--- src/rtl/ttus_pkg.sv ---
package ttus_pkg;

   localparam int CHAR_W = 8;
   localparam int PART_W = 31;
   localparam int FRAC_W = 10;
   localparam int FDIG_W = 2;
   localparam int TIME_W = 63;
   localparam int K_W    = 10;
   localparam int STEP_W = 3;

   localparam logic [PART_W-1:0] PART_MAX = 31'h7FFF_FFFF;

   // character codes
   localparam logic [CHAR_W-1:0] CHAR_SPACE = 8'h20;
   localparam logic [CHAR_W-1:0] CHAR_TAB   = 8'h09;
   localparam logic [CHAR_W-1:0] CHAR_CR    = 8'h0D;
   localparam logic [CHAR_W-1:0] CHAR_ZERO  = 8'h30;
   localparam logic [CHAR_W-1:0] CHAR_NINE  = 8'h39;
   localparam logic [CHAR_W-1:0] CHAR_COLON = 8'h3A;
   localparam logic [CHAR_W-1:0] CHAR_DOT   = 8'h2E;
   localparam logic [CHAR_W-1:0] CHAR_COMMA = 8'h2C;

   localparam logic [1:0] PART_COUNT_LAST = 2'd2;
   localparam logic [FDIG_W-1:0] FDIG_MAX = 2'd3;

   localparam logic [K_W-1:0] K_SIXTY = 10'd60;
   localparam logic [K_W-1:0] K_MILLE = 10'd1000;

   // conversion schedule: acc = acc * k + addend
   localparam logic [STEP_W-1:0] STEP_HOUR   = 3'd0;
   localparam logic [STEP_W-1:0] STEP_MINUTE = 3'd1;
   localparam logic [STEP_W-1:0] STEP_SECOND = 3'd2;
   localparam logic [STEP_W-1:0] STEP_FRAC   = 3'd3;
   localparam logic [STEP_W-1:0] STEP_PAD    = 3'd4;
   localparam logic [STEP_W-1:0] STEP_MICRO  = 3'd5;

   typedef struct packed {
      logic              ok;
      logic [PART_W-1:0] hour;
      logic [PART_W-1:0] minute;
      logic [PART_W-1:0] second;
      logic [FRAC_W-1:0] frac;
      logic [FDIG_W-1:0] fdig;
   } snap_type;

   function automatic logic is_space(input logic [CHAR_W-1:0] c);
      return (c == CHAR_SPACE) || (c >= CHAR_TAB && c <= CHAR_CR);
   endfunction

   function automatic logic [K_W-1:0] pow10(input logic [FDIG_W-1:0] d);
      logic [K_W-1:0] r;
      case (d)
         2'd0:    r = 10'd1;
         2'd1:    r = 10'd10;
         2'd2:    r = 10'd100;
         default: r = 10'd1000;
      endcase
      return r;
   endfunction

endpackage

--- src/rtl/ttus_req_if.sv ---
interface ttus_req_if import ttus_pkg::*; ();
   logic              valid;
   logic              ready;
   logic              mode;
   logic [CHAR_W-1:0] char_code;

   modport source(output valid, output mode, output char_code, input ready);
   modport sink(input valid, input mode, input char_code, output ready);
endinterface

--- src/rtl/ttus_rsp_if.sv ---
interface ttus_rsp_if import ttus_pkg::*; ();
   logic              valid;
   logic              ready;
   logic [TIME_W-1:0] time_us;
   logic              valid_res;

   modport source(output valid, output time_us, output valid_res, input ready);
   modport sink(input valid, input time_us, input valid_res, output ready);
endinterface

--- src/rtl/ttus_scan.sv ---
module ttus_scan import ttus_pkg::*; (
   input  logic              clock,
   input  logic              reset,
   input  logic              take_char,
   input  logic              take_end,
   input  logic [CHAR_W-1:0] char_code,
   output snap_type          snap
);

   logic [PART_W-1:0] part1_ff, part1_in;
   logic [PART_W-1:0] part2_ff, part2_in;
   logic [PART_W-1:0] part3_ff, part3_in;
   logic [1:0]        pcount_ff, pcount_in;
   logic              has_digit_ff, has_digit_in;
   logic              in_frac_ff, in_frac_in;
   logic [FRAC_W-1:0] fval_ff, fval_in;
   logic [FDIG_W-1:0] fdig_ff, fdig_in;
   logic              seen_ff, seen_in;
   logic              trail_ff, trail_in;
   logic              err_ff, err_in;

   logic [PART_W-1:0] cur_part;
   logic [PART_W+3:0] cur_next;
   logic [3:0]        digit;
   logic              is_digit;

   assign is_digit = (char_code >= CHAR_ZERO) && (char_code <= CHAR_NINE);
   assign digit    = 4'(char_code - CHAR_ZERO);

   always_comb begin
      case (pcount_ff)
         2'd0:    cur_part = part1_ff;
         2'd1:    cur_part = part2_ff;
         default: cur_part = part3_ff;
      endcase
   end

   // part * 10 + digit, wide enough to see overflow
   assign cur_next = {1'b0, cur_part, 3'b000} + {3'b000, cur_part, 1'b0} + (PART_W+4)'(digit);

   always_comb begin
      part1_in     = part1_ff;
      part2_in     = part2_ff;
      part3_in     = part3_ff;
      pcount_in    = pcount_ff;
      has_digit_in = has_digit_ff;
      in_frac_in   = in_frac_ff;
      fval_in      = fval_ff;
      fdig_in      = fdig_ff;
      seen_in      = seen_ff;
      trail_in     = trail_ff;
      err_in       = err_ff;
      if (take_end) begin
         part1_in     = '0;
         part2_in     = '0;
         part3_in     = '0;
         pcount_in    = '0;
         has_digit_in = 1'b0;
         in_frac_in   = 1'b0;
         fval_in      = '0;
         fdig_in      = '0;
         seen_in      = 1'b0;
         trail_in     = 1'b0;
         err_in       = 1'b0;
      end else if (take_char && !err_ff) begin
         if (is_space(char_code)) begin
            if (seen_ff) begin
               trail_in = 1'b1;
            end
         end else if (trail_ff) begin
            err_in = 1'b1;
         end else begin
            seen_in = 1'b1;
            if (is_digit) begin
               if (in_frac_ff) begin
                  if (fdig_ff < FDIG_MAX) begin
                     fval_in = {fval_ff[6:0], 3'b000} + {fval_ff[8:0], 1'b0}
                               + FRAC_W'(digit);
                     fdig_in = fdig_ff + 2'd1;
                  end
               end else if (cur_next > (PART_W+4)'(PART_MAX)) begin
                  err_in = 1'b1;
               end else begin
                  has_digit_in = 1'b1;
                  case (pcount_ff)
                     2'd0:    part1_in = cur_next[PART_W-1:0];
                     2'd1:    part2_in = cur_next[PART_W-1:0];
                     default: part3_in = cur_next[PART_W-1:0];
                  endcase
               end
            end else if (char_code == CHAR_COLON) begin
               if (in_frac_ff || !has_digit_ff || pcount_ff >= PART_COUNT_LAST) begin
                  err_in = 1'b1;
               end else begin
                  pcount_in    = pcount_ff + 2'd1;
                  has_digit_in = 1'b0;
               end
            end else if (char_code == CHAR_DOT || char_code == CHAR_COMMA) begin
               if (in_frac_ff || !has_digit_ff) begin
                  err_in = 1'b1;
               end else begin
                  in_frac_in = 1'b1;
               end
            end else begin
               err_in = 1'b1;
            end
         end
      end
   end

   always_ff @(posedge clock) begin
      if (reset) begin
         part1_ff     <= '0;
         part2_ff     <= '0;
         part3_ff     <= '0;
         pcount_ff    <= '0;
         has_digit_ff <= 1'b0;
         in_frac_ff   <= 1'b0;
         fval_ff      <= '0;
         fdig_ff      <= '0;
         seen_ff      <= 1'b0;
         trail_ff     <= 1'b0;
         err_ff       <= 1'b0;
      end else begin
         part1_ff     <= part1_in;
         part2_ff     <= part2_in;
         part3_ff     <= part3_in;
         pcount_ff    <= pcount_in;
         has_digit_ff <= has_digit_in;
         in_frac_ff   <= in_frac_in;
         fval_ff      <= fval_in;
         fdig_ff      <= fdig_in;
         seen_ff      <= seen_in;
         trail_ff     <= trail_in;
         err_ff       <= err_in;
      end
   end

   // snapshot of the text seen so far, taken on the end beat
   always_comb begin
      snap.ok   = !err_ff && seen_ff && (pcount_ff != 2'd0) && has_digit_ff;
      snap.frac = fval_ff;
      snap.fdig = fdig_ff;
      if (pcount_ff == PART_COUNT_LAST) begin
         snap.hour   = part1_ff;
         snap.minute = part2_ff;
         snap.second = part3_ff;
      end else begin
         snap.hour   = '0;
         snap.minute = part1_ff;
         snap.second = part2_ff;
      end
   end

   a_err_sticky: assert property (@(posedge clock) disable iff (reset)
      err_ff && !take_end |=> err_ff)
      else $error("error flag dropped before end beat");

   a_part_count: assert property (@(posedge clock) disable iff (reset)
      pcount_ff != 2'd3)
      else $error("more than three parts tracked");

   a_frac_range: assert property (@(posedge clock) disable iff (reset)
      fval_ff <= 10'd999)
      else $error("fraction above three digits");

endmodule

--- src/rtl/ttus_mac.sv ---
module ttus_mac import ttus_pkg::*; (
   input  logic [TIME_W-1:0] acc,
   input  logic [K_W-1:0]    k,
   input  logic [PART_W-1:0] addend,
   output logic [TIME_W-1:0] result
);

   logic [TIME_W+K_W-1:0] prod;

   assign prod   = (TIME_W+K_W)'(acc) * (TIME_W+K_W)'(k);
   assign result = prod[TIME_W-1:0] + TIME_W'(addend);

endmodule

--- src/rtl/ttus_conv.sv ---
module ttus_conv import ttus_pkg::*; (
   input  logic              clock,
   input  logic              reset,
   input  logic              start,
   input  snap_type          snap,
   input  logic              out_free,
   output logic              busy,
   output logic              done,
   output logic [TIME_W-1:0] time_us,
   output logic              valid_res
);

   typedef enum logic [2:0] {
      ST_IDLE = 3'b001,
      ST_RUN  = 3'b010,
      ST_HOLD = 3'b100
   } state_type;

   state_type         state_ff, state_in;
   logic [STEP_W-1:0] step_ff, step_in;
   snap_type          snap_ff, snap_in;
   logic [TIME_W-1:0] acc_ff, acc_in;

   logic [K_W-1:0]    mac_k;
   logic [PART_W-1:0] mac_add;
   logic [TIME_W-1:0] mac_out;

   // operand schedule: Horner over h, m, s, then fraction, padding and the x1000 step
   always_comb begin
      case (step_ff)
         STEP_HOUR: begin
            mac_k   = K_SIXTY;
            mac_add = snap_ff.hour;
         end
         STEP_MINUTE: begin
            mac_k   = K_SIXTY;
            mac_add = snap_ff.minute;
         end
         STEP_SECOND: begin
            mac_k   = K_SIXTY;
            mac_add = snap_ff.second;
         end
         STEP_FRAC: begin
            mac_k   = pow10(snap_ff.fdig);
            mac_add = PART_W'(snap_ff.frac);
         end
         STEP_PAD: begin
            mac_k   = pow10(FDIG_MAX - snap_ff.fdig);
            mac_add = '0;
         end
         default: begin
            mac_k   = K_MILLE;
            mac_add = '0;
         end
      endcase
   end

   ttus_mac u_mac (
      .acc    (acc_ff),
      .k      (mac_k),
      .addend (mac_add),
      .result (mac_out)
   );

   always_comb begin
      state_in = state_ff;
      step_in  = step_ff;
      snap_in  = snap_ff;
      acc_in   = acc_ff;
      done     = 1'b0;
      case (state_ff)
         ST_IDLE: begin
            if (start) begin
               snap_in  = snap;
               acc_in   = '0;
               step_in  = STEP_HOUR;
               state_in = snap.ok ? ST_RUN : ST_HOLD;
            end
         end
         ST_RUN: begin
            acc_in  = mac_out;
            step_in = step_ff + 3'd1;
            if (step_ff == STEP_MICRO) begin
               state_in = ST_HOLD;
            end
         end
         ST_HOLD: begin
            if (out_free) begin
               done     = 1'b1;
               state_in = ST_IDLE;
            end
         end
         default: begin
            state_in = ST_IDLE;
         end
      endcase
   end

   always_ff @(posedge clock) begin
      if (reset) begin
         state_ff <= ST_IDLE;
         step_ff  <= STEP_HOUR;
      end else begin
         state_ff <= state_in;
         step_ff  <= step_in;
      end
      snap_ff <= snap_in;
      acc_ff  <= acc_in;
   end

   assign busy      = (state_ff != ST_IDLE);
   assign time_us   = acc_ff;
   assign valid_res = snap_ff.ok;

   a_onehot: assert property (@(posedge clock) disable iff (reset)
      $onehot(state_ff))
      else $error("converter state not one-hot");

   a_step_range: assert property (@(posedge clock) disable iff (reset)
      state_ff == ST_RUN |-> step_ff <= STEP_MICRO)
      else $error("step counter past schedule");

   a_start_idle: assert property (@(posedge clock) disable iff (reset)
      start |-> state_ff == ST_IDLE)
      else $error("end beat taken while converting");

   a_bad_is_zero: assert property (@(posedge clock) disable iff (reset)
      done && !snap_ff.ok |-> acc_ff == '0)
      else $error("malformed text gives nonzero time");

endmodule

--- src/rtl/timestamp_text_to_microseconds_top.sv ---
// Channel | Dir | Payload                         | Beat
// req_    | in  | mode, char_code[7:0]            | one text character or end mark
// rsp_    | out | time_us[62:0], valid_res        | one result per end beat
//
// Character beats are taken while the converter is idle; req_ready is low while busy.
// An end beat runs six acc*k + addend passes on the shared multiply-add unit,
// with req_ready low; a malformed text skips them and goes to the hold state.
// The result sits in an output register, and characters of the next text are
// taken while it waits. If it is still full when a new result is ready, the
// converter holds it and req_ready stays low. Reset is synchronous, active high.
module timestamp_text_to_microseconds_top import ttus_pkg::*; (
   input  logic       clock,
   input  logic       reset,
   ttus_req_if.sink   req_chan,
   ttus_rsp_if.source rsp_chan
);

   logic              req_take;
   logic              take_char;
   logic              take_end;
   snap_type          snap;
   logic              conv_busy;
   logic              conv_done;
   logic [TIME_W-1:0] conv_time;
   logic              conv_vres;
   logic              out_free;

   logic              rsp_valid_ff, rsp_valid_in;
   logic [TIME_W-1:0] rsp_time_ff;
   logic              rsp_vres_ff;

   // ready tracks converter busy alone, so character beats also wait while it converts
   assign req_chan.ready = !conv_busy;
   assign req_take       = req_chan.valid && req_chan.ready;
   assign take_char      = req_take && !req_chan.mode;
   assign take_end       = req_take && req_chan.mode;

   ttus_scan u_scan (
      .clock     (clock),
      .reset     (reset),
      .take_char (take_char),
      .take_end  (take_end),
      .char_code (req_chan.char_code),
      .snap      (snap)
   );

   // output register empty, or emptied this cycle
   assign out_free = !rsp_valid_ff || rsp_chan.ready;

   ttus_conv u_conv (
      .clock     (clock),
      .reset     (reset),
      .start     (take_end),
      .snap      (snap),
      .out_free  (out_free),
      .busy      (conv_busy),
      .done      (conv_done),
      .time_us   (conv_time),
      .valid_res (conv_vres)
   );

   always_comb begin
      rsp_valid_in = rsp_valid_ff;
      if (conv_done) begin
         rsp_valid_in = 1'b1;
      end else if (rsp_chan.ready) begin
         rsp_valid_in = 1'b0;
      end
   end

   always_ff @(posedge clock) begin
      if (reset) begin
         rsp_valid_ff <= 1'b0;
      end else begin
         rsp_valid_ff <= rsp_valid_in;
      end
      if (conv_done) begin
         rsp_time_ff <= conv_time;
         rsp_vres_ff <= conv_vres;
      end
   end

   assign rsp_chan.valid     = rsp_valid_ff;
   assign rsp_chan.time_us   = rsp_time_ff;
   assign rsp_chan.valid_res = rsp_vres_ff;

endmodule

--- src/flat_wrapper.sv ---
// flat-port wrapper written by rule: the top's interface ports become plain ports
module timestamp_text_to_microseconds_top_flat import ttus_pkg::*;
  (clock, reset, req_chan_valid, req_chan_mode, req_chan_char_code, req_chan_ready, rsp_chan_valid, rsp_chan_time_us, rsp_chan_valid_res, rsp_chan_ready);
  ttus_req_if req_chan_i ();
  ttus_rsp_if rsp_chan_i ();
  input  logic clock;
  input  logic reset;
  input wire logic [$bits(req_chan_i.valid)-1:0] req_chan_valid;
  input wire logic [$bits(req_chan_i.mode)-1:0] req_chan_mode;
  input wire logic [$bits(req_chan_i.char_code)-1:0] req_chan_char_code;
  output wire logic [$bits(req_chan_i.ready)-1:0] req_chan_ready;
  output wire logic [$bits(rsp_chan_i.valid)-1:0] rsp_chan_valid;
  output wire logic [$bits(rsp_chan_i.time_us)-1:0] rsp_chan_time_us;
  output wire logic [$bits(rsp_chan_i.valid_res)-1:0] rsp_chan_valid_res;
  input wire logic [$bits(rsp_chan_i.ready)-1:0] rsp_chan_ready;
  assign req_chan_i.valid = req_chan_valid;
  assign req_chan_i.mode = req_chan_mode;
  assign req_chan_i.char_code = req_chan_char_code;
  assign req_chan_ready = req_chan_i.ready;
  assign rsp_chan_valid = rsp_chan_i.valid;
  assign rsp_chan_time_us = rsp_chan_i.time_us;
  assign rsp_chan_valid_res = rsp_chan_i.valid_res;
  assign rsp_chan_i.ready = rsp_chan_ready;
  timestamp_text_to_microseconds_top u_core (.clock(clock), .reset(reset), .req_chan(req_chan_i), .rsp_chan(rsp_chan_i));
endmodule
--- config.mk ---
export PLATFORM = sky130hd
export DESIGN_NAME = timestamp_text_to_microseconds_top_flat
export DESIGN_NICKNAME = d
export VERILOG_FILES = /design/src/rtl/ttus_pkg.sv /design/src/rtl/ttus_req_if.sv /design/src/rtl/ttus_rsp_if.sv /design/src/rtl/ttus_scan.sv /design/src/rtl/ttus_mac.sv /design/src/rtl/ttus_conv.sv /design/src/rtl/timestamp_text_to_microseconds_top.sv /design/src/flat_wrapper.sv
export SDC_FILE = /design/constraint.sdc
export NUM_CORES = 2
export LEC_CHECK = 0
export BUFFER_PORTS_ARGS = -buffer_cell sky130_fd_sc_hd__clkbuf_2
export CAP_MARGIN = 20
export CORE_UTILIZATION = 70
export DETAILED_ROUTE_END_ITERATION = 8
export PLACE_DENSITY = 0.88
export SLEW_MARGIN = 40
export SYNTH_ARGS = -nofsm -noshare
export SYNTH_HDL_FRONTEND = slang
export SYNTH_SLANG_ARGS = --single-unit
export TNS_END_PERCENT = 1
--- constraint.sdc ---
create_clock -name clock -period 11.6 [get_ports clock]
set_clock_uncertainty 0.1 [all_clocks]
set_input_delay 1.16 -clock clock [delete_from_list [all_inputs] [get_ports clock]]
set_output_delay 1.16 -clock clock [all_outputs]
set_load 0.01 [all_outputs]
==> impl_metrics.csv <==
group,metric,value,unit
routing,drc_errors,0,
global_route,antenna_violations_before_repair,0,
die,io-pin-count,79,
global_route,grt_first_pass_wirelength,139000,um
global_route,global_route.overflow_total,0,
die,start_util,0.708,
cts,ctsHtreeMaxLevel,2,
die,placement_rows,81,
min_path,hold_path.class,"flip-flop to flip-flop",
yosys,synth_enable_flop_cells,233,
cts,cts_inserted_buffers,41,
final_layout,antenna-diode-count,0,
yosys,synth_fp_nets,4275,
sta,finalSetupViolations,0,
status,outcome,"complete, no violations",
cts,clock_latency,0.63,ns
final_layout,area_delta_synth_final,6.97,%
pwr,switching_share,0.435,
min_path,hold_depth,0,
sta,finalCriticalPeriod,9.55,ns
sta,max_freq,105,MHz
yosys,syn-mean-instance-area,9.56,sq um
sta,final-hold-violation-count,0,
sta,tightest_slew,0.874,ns
sta,summed_negative_setup_slack_over_all_endpoints,0,ns
routing,routed_wirelength,85200,um
place,rd_place_congestion,0.949,
pwr,clockPowerShare,0.224,
routing,detailedRoute.firstIterationViolations,2630,
global_route,grtUsageTotal,0.351,
routing,via_density_per_instance,6.16,
global_route,grt_max_degree,102,
final_layout,fin_area,37000,sq um
worst_setup_path,worst_path_max_delay_cell,"buf_4",
routing,detail-route-antenna-nets,0,
worst_setup_path,worst-path-max-fanout,61,
routing,drt_first_pass_iters,8,
yosys,postSynthRegisterBits,352,
place,placement.io_buffers,78,
die,fp.dieW,224,um
cts,hold_buffers,0,
sta,final-max-slew-violation-count,0,
worst_setup_path,depth_of_the_most_critical_reg_to_reg_path,27,
pwr,power.density_cell_area,171,nW/um^2
pwr,combinationalPowerShare,0.548,
cts,cts.repair.resized,0,
cts,cts_setup_buffers,0,
yosys,async_reset_ff_frac,0,
routing,routed_wire_length_per_instance,19.9,um
final_layout,layout-drive-gt1-share,0.0868,
worst_setup_path,critical_path_end_type,"flip-flop",
worst_setup_path,worst_ep_required_time,11.82,ns
worst_setup_path,timing.reg2reg.setup_slack,2.05,ns
die,fp.coreArea,48800,sq um
yosys,yosysSeqAreaShare,0.271,
pwr,p_leak,16.8,nW
worst_setup_path,arrival,9.77,ns
final_layout,post-route-util,0.757,
pwr,intPower,0.00357,W
place,placed_area,35500,sq um
cts,cts_tree,"built",
cts,cts_root_buffer,"clkbuf_16",
worst_setup_path,path_common_cell,"fa_1",
place,dp.final_hpwl,60000,um
pwr,post-layout-total-power,0.00632,W
worst_setup_path,critical_path.startpoint_type,"flip-flop",
cts,cts_max_path_buffers,3,
cts,clock_sinks,352,
pwr,net-switching-power,0.00275,W
sta,timing.max_slew.rel_slack,0.409,
pwr,sequentialPowerShare,0.227,
global_route,first_global_vias,27153,
worst_setup_path,slowest_cell_delay_on_critical_path,0.69,ns
cts,path_clk_slew,0.07,ns
yosys,synth.cell_area,34600,sq um
worst_setup_path,setup.worst_path.class,"flip-flop to flip-flop",
final_layout,design.final.nets,4241,
die,die_area,50300,sq um
yosys,netlist-cell-type-count,75,
yosys,synth_cells,3618,
die,chipHeight,224,um
run,cap_violations,0,
sta,rsz0062_at_grt,"false",
sta,period_share,0.823,
routing,routed-via-count,26388,
yosys,postSynth.topFlopCell,"edfxtp_1",
yosys,yosys_warnings,0,
pwr,worst_voltage_drop_across_the_vdd_grid,182,uV
-- cell usage after synthesis (96+ instances only) --
cell        n  share of area
edfxtp_1  233           0.20
clkbuf_1  143          0.016
nand2_1   471          0.051
nor2_1    193          0.021
nand3_1    96          0.014
inv_1     505          0.055
and2_1    192          0.035
a21oi_1   141          0.020
ha_1      198          0.072
xnor2_1   102          0.026
o21ai_0   123          0.018
fa_1      446           0.26
dfxtp_1   119          0.069
-- through the flow --
stage | std cells | hold slack [ns] | worst slack (ns)
floorplan | 3618 | 0.300 | 3.86
global placement | 4198 | 0.317 | 2.79
detailed placement | 4204 | 0.321 | 2.57
CTS | 4280 | 0.323 | 2.42
global route | 4281 | 0.337 | 1.63
finish | 4281 | 0.333 | 2.05
-- layout make-up --
class | count | area, sq um
timing repair buffer | 108 | 719
clock inverter | 22 | 322
clock buffer | 54 | 1180
sequential | 352 | 9380
multi-input combinational | 2576 | 22700
fill | 3100 | 11900
tap | 664 | 831
inverter | 505 | 1900
-- metal layers --
layer | global-route usage | part of all wire
met2 | 0.574 | 0.48
met4 | 0.164 | 0.046
met5 | 0 | 0
met1 | 0.461 | 0.39
met3 | 0.0609 | 0.091
-- placed cells by master (no fill, tap or decap), types with 6 or more instances in the layout --
master / instances
inv_1: 504
nand2_1: 470
fa_1: 446
edfxtp_1: 233
ha_1: 197
and2_1: 192
nor2_1: 187
a21oi_1: 141
o21ai_0: 123
dfxtp_1: 119
xnor2_1: 102
nand3_1: 96
clkbuf_2: 78
a22oi_1: 70
mux2_2: 63
o21ai_1: 55
xor2_1: 49
clkbuf_16: 42
or2_2: 41
a21o_1: 41
mux2i_1: 32
nand2b_1: 21
buf_4: 21
o21bai_1: 20
o21a_1: 18
nand4_1: 18
a31oi_1: 17
a211oi_1: 17
nor2b_1: 14
nor3_1: 10
or3_1: 9
and3_1: 8
clkbuf_8: 8
o211ai_1: 7
o31ai_1: 7
nor2_4: 6
a31o_2: 6
-- path summary, 6_finish.rpt --
| check | start | end |
|---|---|---|
| max | u_core.u_conv.step_ff[0]$_SDFFE_PP0P_ | u_core.u_conv.time_us[37]$_SDFFCE_PN0P_ |
| min | u_core.u_conv.valid_res$_DFFE_PP_ | u_core.rsp_chan.valid_res$_DFFE_PP_ |
| max reg2reg | u_core.u_conv.step_ff[0]$_SDFFE_PP0P_ | u_core.u_conv.time_us[37]$_SDFFCE_PN0P_ |
| min reg2reg | u_core.u_conv.valid_res$_DFFE_PP_ | u_core.rsp_chan.valid_res$_DFFE_PP_ |
-- flip-flops by register name, summed over array words and instances, names as in the netlist, 2 cells and up --
| register | cells |
|---|---|
| u_core.u_scan.part1_ff | 31 |
| u_core.u_scan.fdig_ff | 2 |
| u_core.u_scan.fval_ff | 10 |
| u_core.u_scan.pcount_ff | 2 |
| u_core.u_scan.part2_ff | 31 |
| u_core.u_conv.time_us | 63 |
| u_core.rsp_chan.time_us | 63 |
| u_core.u_conv.snap_ff | 105 |
| u_core.u_scan.part3_ff | 31 |
| u_core.u_conv.step_ff | 3 |
| u_core.u_conv.state_ff | 3 |
-- critical path, delay by kind of cell (launching register included) --
kind | cells | cell delay (ns)
adder cells (fa/ha/maj) | 7 | 3.31
AO/OA/AOI/OAI | 7 | 1.95
AND/OR/NAND/NOR | 6 | 1.89
buffers and inverters | 6 | 1.49
flip-flops | 1 | 0.34
XOR/XNOR | 1 | 0.17
-- power by group through the flow --
stage | sequential, W | clock, W | combinational [W]
2_1_floorplan | 0.00143 | 0 | 0.00260
3_3_place_gp | 0.00146 | 0 | 0.00320
3_5_place_dp | 0.00146 | 0 | 0.00332
4_1_cts | 0.00143 | 0.00143 | 0.00339
5_1_grt | 0.00144 | 0.00147 | 0.00385
6_report | 0.00144 | 0.00142 | 0.00346
-- kinds of logic (layout without fill, tap and decap cells) --
group                      Yosys count  count (layout)  share of synthesized area
AOI/OAI and AO/OA                  579             579                      0.104
xor gates and xnor gates           151             151                     0.0383
adders and majority gates          644             644                      0.330
buffers and inverters              690             689                     0.0765
DFF                                352             352                      0.271
muxes                               95              95                     0.0298
and+or+nand+nor                   1107            1107                      0.150
No activity file was read; power rests on OpenSTA's default activity.
